--- src/rtl/assert_macros.svh ---
// Assertion macros used by the RTL of the block.
`ifndef ASSERT_MACROS_SVH
`define ASSERT_MACROS_SVH

// Concurrent check on the rising edge of aclk, inactive while reset is low.
`define YUVB_ASSERT(label, prop, msg) \
    label: assert property (@(posedge aclk) disable iff (!aresetn) (prop)) \
        else $error(msg);

// Concurrent check that is also evaluated while reset is held.
`define YUVB_ASSERT_ALWAYS(label, prop, msg) \
    label: assert property (@(posedge aclk) (prop)) else $error(msg);

`endif

--- src/rtl/yuvb_pkg.sv ---
// Package: types, widths and constant conversion tables of the YUV 4:2:0 to BGRA core.
package yuvb_pkg;

    localparam int SAMPLE_W  = 8;
    localparam int PIXEL_W   = 32;
    localparam int IN_W      = 10 * SAMPLE_W;
    localparam int OUT_W     = 4 * PIXEL_W;
    localparam int TERM_W    = 9;   // chroma terms span -226..225
    localparam int SUM_W     = 10;  // luma + term spans -226..480
    localparam int APB_ADDR_W = 3;
    localparam int APB_DATA_W = 32;

    // Register indexes on the configuration port
    localparam logic REG_LUMA_SCALE   = 1'b0;
    localparam logic REG_ALPHA_SOURCE = 1'b1;

    typedef logic signed [TERM_W-1:0] term_t;
    typedef logic signed [SUM_W-1:0]  sum_t;
    typedef logic [SAMPLE_W-1:0]      sample_t;
    typedef term_t   term_tab_t [256];
    typedef sample_t chan_tab_t [256];

    // Chroma terms, truncated toward zero; index is the raw sample (128 neutral)
    function automatic term_tab_t build_red_tab();
        term_tab_t t;
        for (int i = 0; i < 256; i++) begin
            t[i] = term_t'((419 * (i - 128)) / 299);
        end
        return t;
    endfunction

    function automatic term_tab_t build_green_cr_tab();
        term_tab_t t;
        for (int i = 0; i < 256; i++) begin
            t[i] = term_t'((-299 * (i - 128)) / 419);
        end
        return t;
    endfunction

    function automatic term_tab_t build_green_cb_tab();
        term_tab_t t;
        for (int i = 0; i < 256; i++) begin
            t[i] = term_t'((-114 * (i - 128)) / 331);
        end
        return t;
    endfunction

    function automatic term_tab_t build_blue_tab();
        term_tab_t t;
        for (int i = 0; i < 256; i++) begin
            t[i] = term_t'((587 * (i - 128)) / 331);
        end
        return t;
    endfunction

    // Limited range expansion: index is v-16, valid for 0..219
    function automatic chan_tab_t build_limited_tab();
        chan_tab_t t;
        for (int i = 0; i < 256; i++) begin
            t[i] = (i <= 219) ? sample_t'((i * 255) / 219) : sample_t'(255);
        end
        return t;
    endfunction

    localparam term_tab_t RED_TAB      = build_red_tab();
    localparam term_tab_t GREEN_CR_TAB = build_green_cr_tab();
    localparam term_tab_t GREEN_CB_TAB = build_green_cb_tab();
    localparam term_tab_t BLUE_TAB     = build_blue_tab();
    localparam chan_tab_t LIMITED_TAB  = build_limited_tab();

endpackage

--- src/rtl/yuv420_block_to_bgra_core.sv ---
// Top level: converts one 2x2 YUV 4:2:0 block with alpha into four BGRA pixels.
//
//  channel | direction | handshake           | payload
//  --------+-----------+---------------------+--------------------------------------
//  s_      | in        | s_tvalid / s_tready | s_tdata 80 bits: luma x4, Cb, Cr, alpha x4
//  m_      | out       | m_tvalid / m_tready | m_tdata 128 bits: four B,G,R,A pixels
//  apb     | in        | psel/penable/pready | luma_scale @0x0, alpha_source @0x4
//
// One item per cycle sustained while m_tready is held high; m_tvalid rises once an
// accepted item has passed the stage one registers and the result register.
// Stage one looks up the chroma terms in constant tables, stage two maps each
// channel and registers the pixels. A stall on m_tready holds both stages, and
// s_tready drops only when both stages are full.
// aresetn is synchronous, active low; it empties the pipeline and clears both registers.
`include "assert_macros.svh"

module yuv420_block_to_bgra_core (
    input  logic                                aclk,
    input  logic                                aresetn,
    // input items
    input  logic                                s_tvalid,
    output logic                                s_tready,
    // [7:0] luma_top_left, [15:8] luma_top_right, [23:16] luma_bottom_left,
    // [31:24] luma_bottom_right, [39:32] chroma_blue, [47:40] chroma_red,
    // [55:48] alpha_top_left, [63:56] alpha_top_right,
    // [71:64] alpha_bottom_left, [79:72] alpha_bottom_right
    input  logic [yuvb_pkg::IN_W-1:0]           s_tdata,
    // result items
    output logic                                m_tvalid,
    input  logic                                m_tready,
    // [31:0] pixel_top_left, [63:32] pixel_top_right,
    // [95:64] pixel_bottom_left, [127:96] pixel_bottom_right
    output logic [yuvb_pkg::OUT_W-1:0]          m_tdata,
    // configuration
    input  logic                                psel,
    input  logic                                penable,
    input  logic                                pwrite,
    input  logic [yuvb_pkg::APB_ADDR_W-1:0]     paddr,
    input  logic [yuvb_pkg::APB_DATA_W-1:0]     pwdata,
    output logic [yuvb_pkg::APB_DATA_W-1:0]     prdata,
    output logic                                pready
);

    // Configuration registers
    logic luma_scale_reg, luma_scale_next;
    logic alpha_source_reg, alpha_source_next;
    logic cfg_write;
    logic cfg_index;

    // Stage one: samples and chroma terms
    logic                    s1_valid_reg, s1_valid_next;
    yuvb_pkg::sample_t       s1_luma_reg   [4];
    yuvb_pkg::sample_t       s1_alpha_reg  [4];
    yuvb_pkg::term_t         s1_red_reg, s1_green_reg, s1_blue_reg;
    yuvb_pkg::term_t         red_term, green_term, blue_term;
    yuvb_pkg::sample_t       in_cb, in_cr;

    // Stage two: result register
    logic                        m_valid_reg, m_valid_next;
    logic [yuvb_pkg::OUT_W-1:0]  m_data_reg, m_data_next;

    logic s2_advance;
    logic s1_advance;

    // Map one channel sum to 8 bits under the range mode
    function automatic yuvb_pkg::sample_t map_channel(yuvb_pkg::sum_t v, logic limited);
        yuvb_pkg::sum_t    diff;
        yuvb_pkg::sample_t res;
        diff = v - yuvb_pkg::sum_t'(16);
        if (!limited) begin
            if (v < 0)                              res = '0;
            else if (v > yuvb_pkg::sum_t'(255))     res = '1;
            else                                    res = v[7:0];
        end else begin
            if (v < yuvb_pkg::sum_t'(16))           res = '0;
            else if (v > yuvb_pkg::sum_t'(235))     res = '1;
            else                                    res = yuvb_pkg::LIMITED_TAB[diff[7:0]];
        end
        return res;
    endfunction

    // APB: always ready, register selected by word address
    assign pready    = 1'b1;
    assign cfg_write = psel && penable && pwrite && pready;
    assign cfg_index = paddr[2];

    always_comb begin
        luma_scale_next   = luma_scale_reg;
        alpha_source_next = alpha_source_reg;
        if (cfg_write) begin
            unique case (cfg_index)
                yuvb_pkg::REG_LUMA_SCALE:   luma_scale_next   = pwdata[0];
                yuvb_pkg::REG_ALPHA_SOURCE: alpha_source_next = pwdata[0];
                default: ;
            endcase
        end
    end

    always_comb begin
        unique case (cfg_index)
            yuvb_pkg::REG_LUMA_SCALE:   prdata = {31'b0, luma_scale_reg};
            yuvb_pkg::REG_ALPHA_SOURCE: prdata = {31'b0, alpha_source_reg};
            default:                    prdata = '0;
        endcase
    end

    always_ff @(posedge aclk) begin
        if (!aresetn) begin
            luma_scale_reg   <= 1'b0;
            alpha_source_reg <= 1'b0;
        end else begin
            luma_scale_reg   <= luma_scale_next;
            alpha_source_reg <= alpha_source_next;
        end
    end

    // Pipeline flow control
    assign s2_advance = !m_valid_reg || m_tready;
    assign s1_advance = !s1_valid_reg || s2_advance;
    assign s_tready   = s1_advance;
    assign m_tvalid   = m_valid_reg;
    assign m_tdata    = m_data_reg;

    // Stage one: chroma term lookup
    assign in_cb      = s_tdata[39:32];
    assign in_cr      = s_tdata[47:40];
    assign red_term   = yuvb_pkg::RED_TAB[in_cr];
    assign green_term = yuvb_pkg::GREEN_CR_TAB[in_cr] + yuvb_pkg::GREEN_CB_TAB[in_cb];
    assign blue_term  = yuvb_pkg::BLUE_TAB[in_cb];

    assign s1_valid_next = s1_advance ? s_tvalid : s1_valid_reg;

    always_ff @(posedge aclk) begin
        if (!aresetn) begin
            s1_valid_reg <= 1'b0;
        end else begin
            s1_valid_reg <= s1_valid_next;
        end
    end

    always_ff @(posedge aclk) begin
        if (s1_advance && s_tvalid) begin
            for (int k = 0; k < 4; k++) begin
                s1_luma_reg[k]  <= s_tdata[8*k +: 8];
                s1_alpha_reg[k] <= s_tdata[48 + 8*k +: 8];
            end
            s1_red_reg   <= red_term;
            s1_green_reg <= green_term;
            s1_blue_reg  <= blue_term;
        end
    end

    // Stage two: add luma, map range, pack B,G,R,A
    always_comb begin
        yuvb_pkg::sum_t    y;
        yuvb_pkg::sample_t a;
        m_data_next = '0;
        for (int k = 0; k < 4; k++) begin
            y = yuvb_pkg::sum_t'({2'b00, s1_luma_reg[k]});
            a = alpha_source_reg ? s1_alpha_reg[k] : 8'hFF;
            m_data_next[32*k +: 32] = {
                a,
                map_channel(y + yuvb_pkg::sum_t'(s1_red_reg),   luma_scale_reg),
                map_channel(y + yuvb_pkg::sum_t'(s1_green_reg), luma_scale_reg),
                map_channel(y + yuvb_pkg::sum_t'(s1_blue_reg),  luma_scale_reg)
            };
        end
    end

    assign m_valid_next = s2_advance ? s1_valid_reg : m_valid_reg;

    always_ff @(posedge aclk) begin
        if (!aresetn) begin
            m_valid_reg <= 1'b0;
        end else begin
            m_valid_reg <= m_valid_next;
        end
    end

    always_ff @(posedge aclk) begin
        if (s2_advance && s1_valid_reg) begin
            m_data_reg <= m_data_next;
        end
    end

    // Checks
    `YUVB_ASSERT(a_s1_holds_on_stall,
        s1_valid_reg && !s2_advance |=> s1_valid_reg,
        "stage one item lost during stall")
    `YUVB_ASSERT(a_s1_moves_to_out,
        s1_valid_reg && s2_advance |=> m_valid_reg,
        "stage one item did not reach the result register")
    `YUVB_ASSERT(a_ready_when_s1_empty,
        !s1_valid_reg |-> s_tready,
        "input stalled with stage one empty")
    `YUVB_ASSERT(a_cfg_only_on_write,
        !$stable(luma_scale_reg) |-> $past(cfg_write),
        "luma_scale changed without a write")

endmodule
--- config.mk ---
export PLATFORM = sky130hd
export DESIGN_NAME = yuv420_block_to_bgra_core
export DESIGN_NICKNAME = d
export VERILOG_FILES = /design/src/rtl/yuvb_pkg.sv /design/src/rtl/yuv420_block_to_bgra_core.sv
export VERILOG_INCLUDE_DIRS = /design/src /design/src/rtl
export SDC_FILE = /design/constraint.sdc
export NUM_CORES = 2
export LEC_CHECK = 0
export ABC_AREA = 1
export BUFFER_PORTS_ARGS = -buffer_cell sky130_fd_sc_hd__buf_2
export CAP_MARGIN = 20
export CORE_MARGIN = 5
export CORE_UTILIZATION = 64
export DETAILED_ROUTE_END_ITERATION = 16
export PLACE_DENSITY_LB_ADDON = 0.1
export SYNTH_ARGS = -nofsm -noshare
export SYNTH_HDL_FRONTEND = slang
export SYNTH_SLANG_ARGS = --single-unit
--- constraint.sdc ---
create_clock -name aclk -period 8.9 [get_ports aclk]
set_input_delay 0.445 -clock aclk [delete_from_list [all_inputs] [get_ports aclk]]
set_output_delay 0.445 -clock aclk [all_outputs]
set_load 0.02 [all_outputs]
# Word level (Yosys, flattened, before mapping)
# Memory sizes are Yosys's and may differ from the RTL's. A register that Yosys moved wholly into a read port is not among the register bits.
# Index checks and enable logic that the tools add are counted.
# word_totals
reg_bits	109
mem_bits_rw	64
romBits	33792
out_inout_bits	163
word_cells	231
n_memories	18
# mem_list
memory	words	width	rd	rd_ports_with_merged_regs	wr	line_no	source
(no name shown)	256	9	1	1	0	yuv420_block_to_bgra_core.sv:129	assign blue_term = yuvb_pkg::BLUE_TAB[in_cb];
(no name shown)	256	9	1	0	0	yuv420_block_to_bgra_core.sv:128	assign green_term = yuvb_pkg::GREEN_CR_TAB[in_cr] + yuvb_pkg::GREEN_CB_TAB[in_cb];
(no name shown)	256	9	1	0	0	yuv420_block_to_bgra_core.sv:128	
(no name shown)	256	9	1	1	0	yuv420_block_to_bgra_core.sv:127	assign red_term = yuvb_pkg::RED_TAB[in_cr];
(no name shown)	256	8	1	0	0	yuv420_block_to_bgra_core.sv:77	else res = yuvb_pkg::LIMITED_TAB[diff[7:0]];
(no name shown)	256	8	1	0	0	yuv420_block_to_bgra_core.sv:77	
12 more memories	--	--	--	--	--	--	
# op_classes
add_sub_neg	25
order_cmp	62
mux	91
bitwise_logic	15
n_reduce_logical	14
# op_table
op	n
$mux 8	84
$gt 10x9->1 const B	24
$add 9x9->10	12
$lt 10x1->1 const B	12
$lt 10x6->1 const B	12
$ge 8x9->1 const B	12
$not 8->8	12
$sub 8x6->8 const B	12
$pmux 32 s2	1
$mux 9	4
$ge 9x9->1 const B	2
$not 8->9	2
$add 9x9->9	1
$logic_not 1->1	6
$logic_and 1x1->1	4
$reduce_and 2->1	2
$logic_or 1x1->1	2
$mux 1	2
$not 1->1	1

# Depth between registers and ports, before layout
# An unclocked memory read counts as a cell.
# logic_depth
word_depth	10
mapped_depth	24

# Worst setup path before layout
# Ideal clock, no wire load.
# synth_timing
kind	input to register
startpoint	in m_tready
endpoint	reg m_data_reg, in the netlist m_tdata[0] (enable)
setup_time_ps	658
arrival_ps	6644
slack_ps	1598
path_stages	2
n_path_buf	0
path_cell_list	inv_1 a21oi_1
# synth_via
elab_chain_len	2
# synth_rtl
element	line_no	source
start: declaration	yuv420_block_to_bgra_core.sv:30	input logic m_tready,
$logic_or 1x1->1	yuv420_block_to_bgra_core.sv:118	assign s2_advance = !m_valid_reg || m_tready;
$logic_and 1x1->1	yuv420_block_to_bgra_core.sv:181	if (s2_advance && s1_valid_reg) begin
end signal: assignment	yuv420_block_to_bgra_core.sv:182	m_data_reg <= m_data_next;
end: declaration	yuv420_block_to_bgra_core.sv:60	logic [yuvb_pkg::OUT_W-1:0] m_data_reg, m_data_next;
# Every way passes these cells.
# A chain may end at the register's enable or synchronous reset.

# Worst setup path in the final report
# layout_timing
startpoint	reg s1_blue_reg[0]
endpoint	reg m_data_reg, in the netlist m_tdata[34], data pin
# layout_via
elab_chain_len	9
word_cells_on_any_way	15
classes_between	2 x add/sub; 4 x order compare; 7 x mux; 1 x bitwise; 1 x memory
# layout_rtl
element	line_no	source
start: declaration	yuv420_block_to_bgra_core.sv:54	yuvb_pkg::term_t s1_red_reg, s1_green_reg, s1_blue_reg;
$add 9x9->10 (*)	yuv420_block_to_bgra_core.sv:165	map_channel(y + yuvb_pkg::sum_t'(s1_blue_reg), luma_scale_reg)
$sub 8x6->8	yuv420_block_to_bgra_core.sv:69	diff = v - yuvb_pkg::sum_t'(16);
$not 8->8 (not written as such)	yuv420_block_to_bgra_core.sv:77	
$mem_v2 256x8	--	
$mux 8 (not written as such) (2 in series)	yuv420_block_to_bgra_core.sv:77	
$mux 8	yuv420_block_to_bgra_core.sv:76	else if (v > yuvb_pkg::sum_t'(235)) res = '1;
$mux 8	yuv420_block_to_bgra_core.sv:75	if (v < yuvb_pkg::sum_t'(16)) res = '0;
$mux 8 (*)	yuv420_block_to_bgra_core.sv:70	if (!limited) begin
net m_data_next (one bit)	yuv420_block_to_bgra_core.sv:60	
# The timed path passes the listed nets; every way through them passes the cells marked *. The select of a mux whose other input is x is not followed.

==> metrics.md <==
| Metric | Value |
|---|---|
| Reg2Reg Launch Point | s1_blue_reg[0] |
| CP max stage delay | roughly 0.8 ns |
| Ordered list of cells on the worst path | ha_1, fa_1, nand3_1, nand3_1, nand2_2, inv_2, ha_1, clkinv_1, a21oi_1, nand3_1, nand2_1, nor2_1, nand2_1, nand2_1, nand2_1, nand3_1, nand2_1, nand2_1 |
| Cell type contributing the most total cell area after synthesis | sky130_fd_sc_hd__nand2_1 |
| Initial DRT Pass Iterations | 9 |
| Hold buffer count at CTS | 0 |
| Number of buffers inserted by port buffering | between 200 and 250 |
| Clock-pin slew reported for the worst setup and hold paths after clock tree synthesis | approximately 0.07 ns |
| Cell types with the highest counts after synthesis | sky130_fd_sc_hd__nand2_1, sky130_fd_sc_hd__nand3_1, sky130_fd_sc_hd__inv_1 |
| CP Data Required Time | about 9 ns |
| Top post-synthesis cells by area | sky130_fd_sc_hd__nand2_1, sky130_fd_sc_hd__edfxtp_1, sky130_fd_sc_hd__nand3_1, sky130_fd_sc_hd__ha_1, sky130_fd_sc_hd__inv_1 |
| Clock latency at the later pin of the worst-skew pair | 0.59 ns |
| Share of the synthesized area in the top cell type | a little under a third |
| Die area | 66800 sq um |
| Register-to-register setup slack | roughly 3.2 ns |
| Max Root-Sink Buffers | 3 |
| Placed cells | approximately 8.0k |
| Combined area of all synthesized cells | 39500 sq um |
| Layout Area Growth over Synthesis | 3.86% |
| Core region area | 61500 sq um |
| Routed wire length | 132 mm |
| Tightest Pin Transition | around 1 ns |
| Number of buffers inserted to repair setup after CTS | 0 |
| Critical path data arrival time | around 6 ns |
| Post-layout nets | between 7k and 8k |
| IO Pins | 285 |
| Setup_tns | 0 ns |
| Worst IR Drop VDD | 170 uV |
| Placement row count | 91 |
| Filler Cell Count | 6135 |
| Clock Tree Root | sky130_fd_sc_hd__clkbuf_16 |
| Routed vias/inst | roughly 6 |
| Post-synth top flop | sky130_fd_sc_hd__edfxtp_1 |
| Number of DRC markers in iteration 0 | approximately 6.6k |
| Max-cap violation count | 0 |
| Via count | 48.1k |
| Static Leakage | approximately 22 nW |
| Post-cts repair resize count | 0 |
| Worst setup startpoint | s1_blue_reg[0] |
| HP Class | in -> reg |
| Post-detailed-route wirelength per cell | around 16 microns |
| Sum of buffers and inverters on the critical path | 2 |
| Share of the cycle needed by the critical path after routing | approximately 64% |
| Cell with the most instances on the worst path | sky130_fd_sc_hd__nand2_1 |
| Number of global-route vias before repair | approximately 42k |
| Max FFs per register | roughly 130 |
| Maximum number of pins on one net before global-route repair | 69 |
| Async set-reset flop share out of synthesis | 0% |
| TritonCTS Buffers | 26 |
| Most common cell in the synthesized netlist | sky130_fd_sc_hd__nand2_1 |
| H-Tree Depth | 1 |
| Hold path startpoint | s_tdata[63] |
| Total of endpoints with negative setup slack in the final report | 0 |
| Max-Slew Margin vs Limit | around a third |
| Time the final worst path needs with I/O delays and setup | 5.70 ns |
| Worst setup EP type | flip-flop |
| Final Hold Slack | 0.0282 ns |
| Final Max Slew Viols | 0 |
| Width of the die | ~260 microns |
| Post-route DRC | 0 |
| Crit path kind | reg -> reg |
| Antenna violations before repair | 5 |
| Type of element launching the critical path | flip-flop |
| Instance count of the mapped netlist | roughly 7.2k |
| Chip Height | ~260 microns |
| Flop and latch count out of synthesis | 223 |
| Total congestion overflow | 0 |
| Maximum achievable frequency | 176 MHz |
| Share of the yosys chip area belonging to registers | ~17% |
| First-pass GRT wire length | 211 mm |
| Global Route Usage Sum | between 30% and 40% |
| Layout cell share with drive strength beyond 1 | 6.09% |
| Number of clock sinks | roughly 220 |
| Post-DP HPWL | between 90 and 100 mm |
| Last weighted congestion value of the routability-driven placer | 1.04 |
| Power Dens Cells | approximately 280 nW/um^2 |
| Total of warnings raised by yosys | 0 |
| Starting utilization of the core area | between 60 and 70% |
| Largest delay contributor family on the critical path | adder cells |
| Number of synthesized flops with an enable pin | 219 |
| RSZ-0062 raised after global routing | false |
| Crit path max-delay cell type | sky130_fd_sc_hd__a21oi_1 |
| Remaining number of nets flagged by the antenna check after routing | 0 |
| Non-Filler Instances | roughly 8k |
| Outcome | complete, no violations |
| Clock tree from TritonCTS | built |
| Synth Area per Inst | roughly 5.5 sq um |
| Clock skew | 0.0210 ns |
| Max Fanout on Critical Path | 27 |
| Post-synth cell types | 64 |
| Number of endpoints with negative hold slack in the final report | 0 |
-- layout by cell type, fill, tap and decap left out, types with 5 or more instances in the layout --
| master | instances |
|---|---|
| sky130_fd_sc_hd__clkbuf_16 | 26 |
| sky130_fd_sc_hd__edfxtp_1 | 219 |
| sky130_fd_sc_hd__o21ai_1 | 32 |
| sky130_fd_sc_hd__nor2_2 | 20 |
| sky130_fd_sc_hd__fa_1 | 13 |
| sky130_fd_sc_hd__nand3_2 | 12 |
| sky130_fd_sc_hd__conb_1 | 32 |
| sky130_fd_sc_hd__clkinvlp_4 | 5 |
| sky130_fd_sc_hd__inv_2 | 21 |
| sky130_fd_sc_hd__o2111ai_1 | 13 |
| sky130_fd_sc_hd__nor2_4 | 7 |
| sky130_fd_sc_hd__o21ai_2 | 6 |
| sky130_fd_sc_hd__nand3_1 | 1121 |
| sky130_fd_sc_hd__a31oi_1 | 12 |
| sky130_fd_sc_hd__buf_2 | 219 |
| sky130_fd_sc_hd__xor2_1 | 17 |
| sky130_fd_sc_hd__clkinv_1 | 13 |
| sky130_fd_sc_hd__a21oi_1 | 146 |
| sky130_fd_sc_hd__nand3b_1 | 28 |
| sky130_fd_sc_hd__nor2_1 | 376 |
| sky130_fd_sc_hd__nor3_1 | 20 |
| sky130_fd_sc_hd__o31ai_1 | 6 |
| sky130_fd_sc_hd__ha_1 | 257 |
| sky130_fd_sc_hd__nand4_1 | 74 |
| sky130_fd_sc_hd__inv_1 | 599 |
| sky130_fd_sc_hd__a21o_1 | 11 |
| sky130_fd_sc_hd__o211ai_1 | 35 |
| sky130_fd_sc_hd__o221ai_1 | 5 |
| sky130_fd_sc_hd__buf_4 | 27 |
| sky130_fd_sc_hd__a21oi_2 | 7 |
| sky130_fd_sc_hd__nand2_2 | 52 |
| sky130_fd_sc_hd__o22ai_1 | 20 |
| sky130_fd_sc_hd__nand2_1 | 3283 |
| sky130_fd_sc_hd__o21bai_1 | 5 |
| sky130_fd_sc_hd__o21ai_0 | 394 |
| sky130_fd_sc_hd__or2_2 | 8 |
| sky130_fd_sc_hd__nand4_2 | 6 |
-- cell type report --
type                            count  area, sq um  area share, %
Antenna cell                        2         5.00         0.0122
Clock buffer                       31          689           1.68
Clock inverter                     16          168          0.408
Inverter                          633         2380           5.79
Multi-Input combinational cell   6071        28900           70.3
Sequential cell                   223         6660           16.2
Tap cell                          790          988           2.41
Timing Repair Buffer              247         1310           3.20
-- path summary, 6_finish.rpt --
| kind | end | cells past startpoint |
|---|---|---|
| worst max register to register | m_tdata[34] | 18 |
| worst max-delay path | m_tdata[34] | 18 |
| worst min register to register | m_tdata[61] | 2 |
| worst min-delay path | s1_alpha_reg[1][7] | 1 |
-- stage by stage --
stage	total power (W)	util (%)	setup slack [ns]	area (sq um)
CTS	0.0110	66.8	3.39	41000
finish	0.0113	66.8	3.20	41100
global placement	0.00978	65.3	3.40	40200
detailed placement	0.00988	65.4	3.39	40200
global route	0.0124	66.8	2.76	41000
floorplan	0.00827	-	1.60	39600
-- where the power goes --
group	internal [W]	switching [W]	leakage [nW]
clock network	0.000616	0.000484	0.405
logic	0.00266	0.00615	19.9
registers	0.00129	0.000103	2.06
total	0.00456	0.00674	22.4
-- worst reg2reg max path: stages (launching register included) --
cell and delay (ns):
sky130_fd_sc_hd__edfxtp_1 0.56, sky130_fd_sc_hd__ha_1 0.34, sky130_fd_sc_hd__fa_1 0.51, sky130_fd_sc_hd__nand3_1 0.13, sky130_fd_sc_hd__nand3_1 0.11, sky130_fd_sc_hd__nand2_2 0.45, sky130_fd_sc_hd__inv_2 0.34, sky130_fd_sc_hd__ha_1 0.72
sky130_fd_sc_hd__clkinv_1 0.68, sky130_fd_sc_hd__a21oi_1 0.83, sky130_fd_sc_hd__nand3_1 0.15, sky130_fd_sc_hd__nand2_1 0.10, sky130_fd_sc_hd__nor2_1 0.05, sky130_fd_sc_hd__nand2_1 0.09, sky130_fd_sc_hd__nand2_1 0.06, sky130_fd_sc_hd__nand2_1 0.05
sky130_fd_sc_hd__nand3_1 0.07, sky130_fd_sc_hd__nand2_1 0.07, sky130_fd_sc_hd__nand2_1 0.12
-- cell families (layout without fill, tap and decap cells) --
logic type | Yosys count | in the layout | share of synthesized area (%)
buf+inv | 958 | 927 | 10.5
compound gates | 732 | 732 | 10.4
mux | 1 | 1 | 0.0253
other cells | 2 | 34 | 0.0190
simple gates | 5019 | 5019 | 53.1
flops | 223 | 223 | 16.8
fa+ha+maj | 270 | 270 | 8.79
xor+xnor | 17 | 17 | 0.377
-- layer usage --
layer | track usage [%] | part of all wire, % | vias to the layer above
met5 | 0 | 0.040 | -
li1 | - | - | 23400
met3 | 6.68 | 12 | 388
met1 | 51.0 | 41 | 21300
met2 | 57.9 | 43 | 2892
met4 | 13.3 | 3.9 | 8
(Power assumes the default switching activity.)
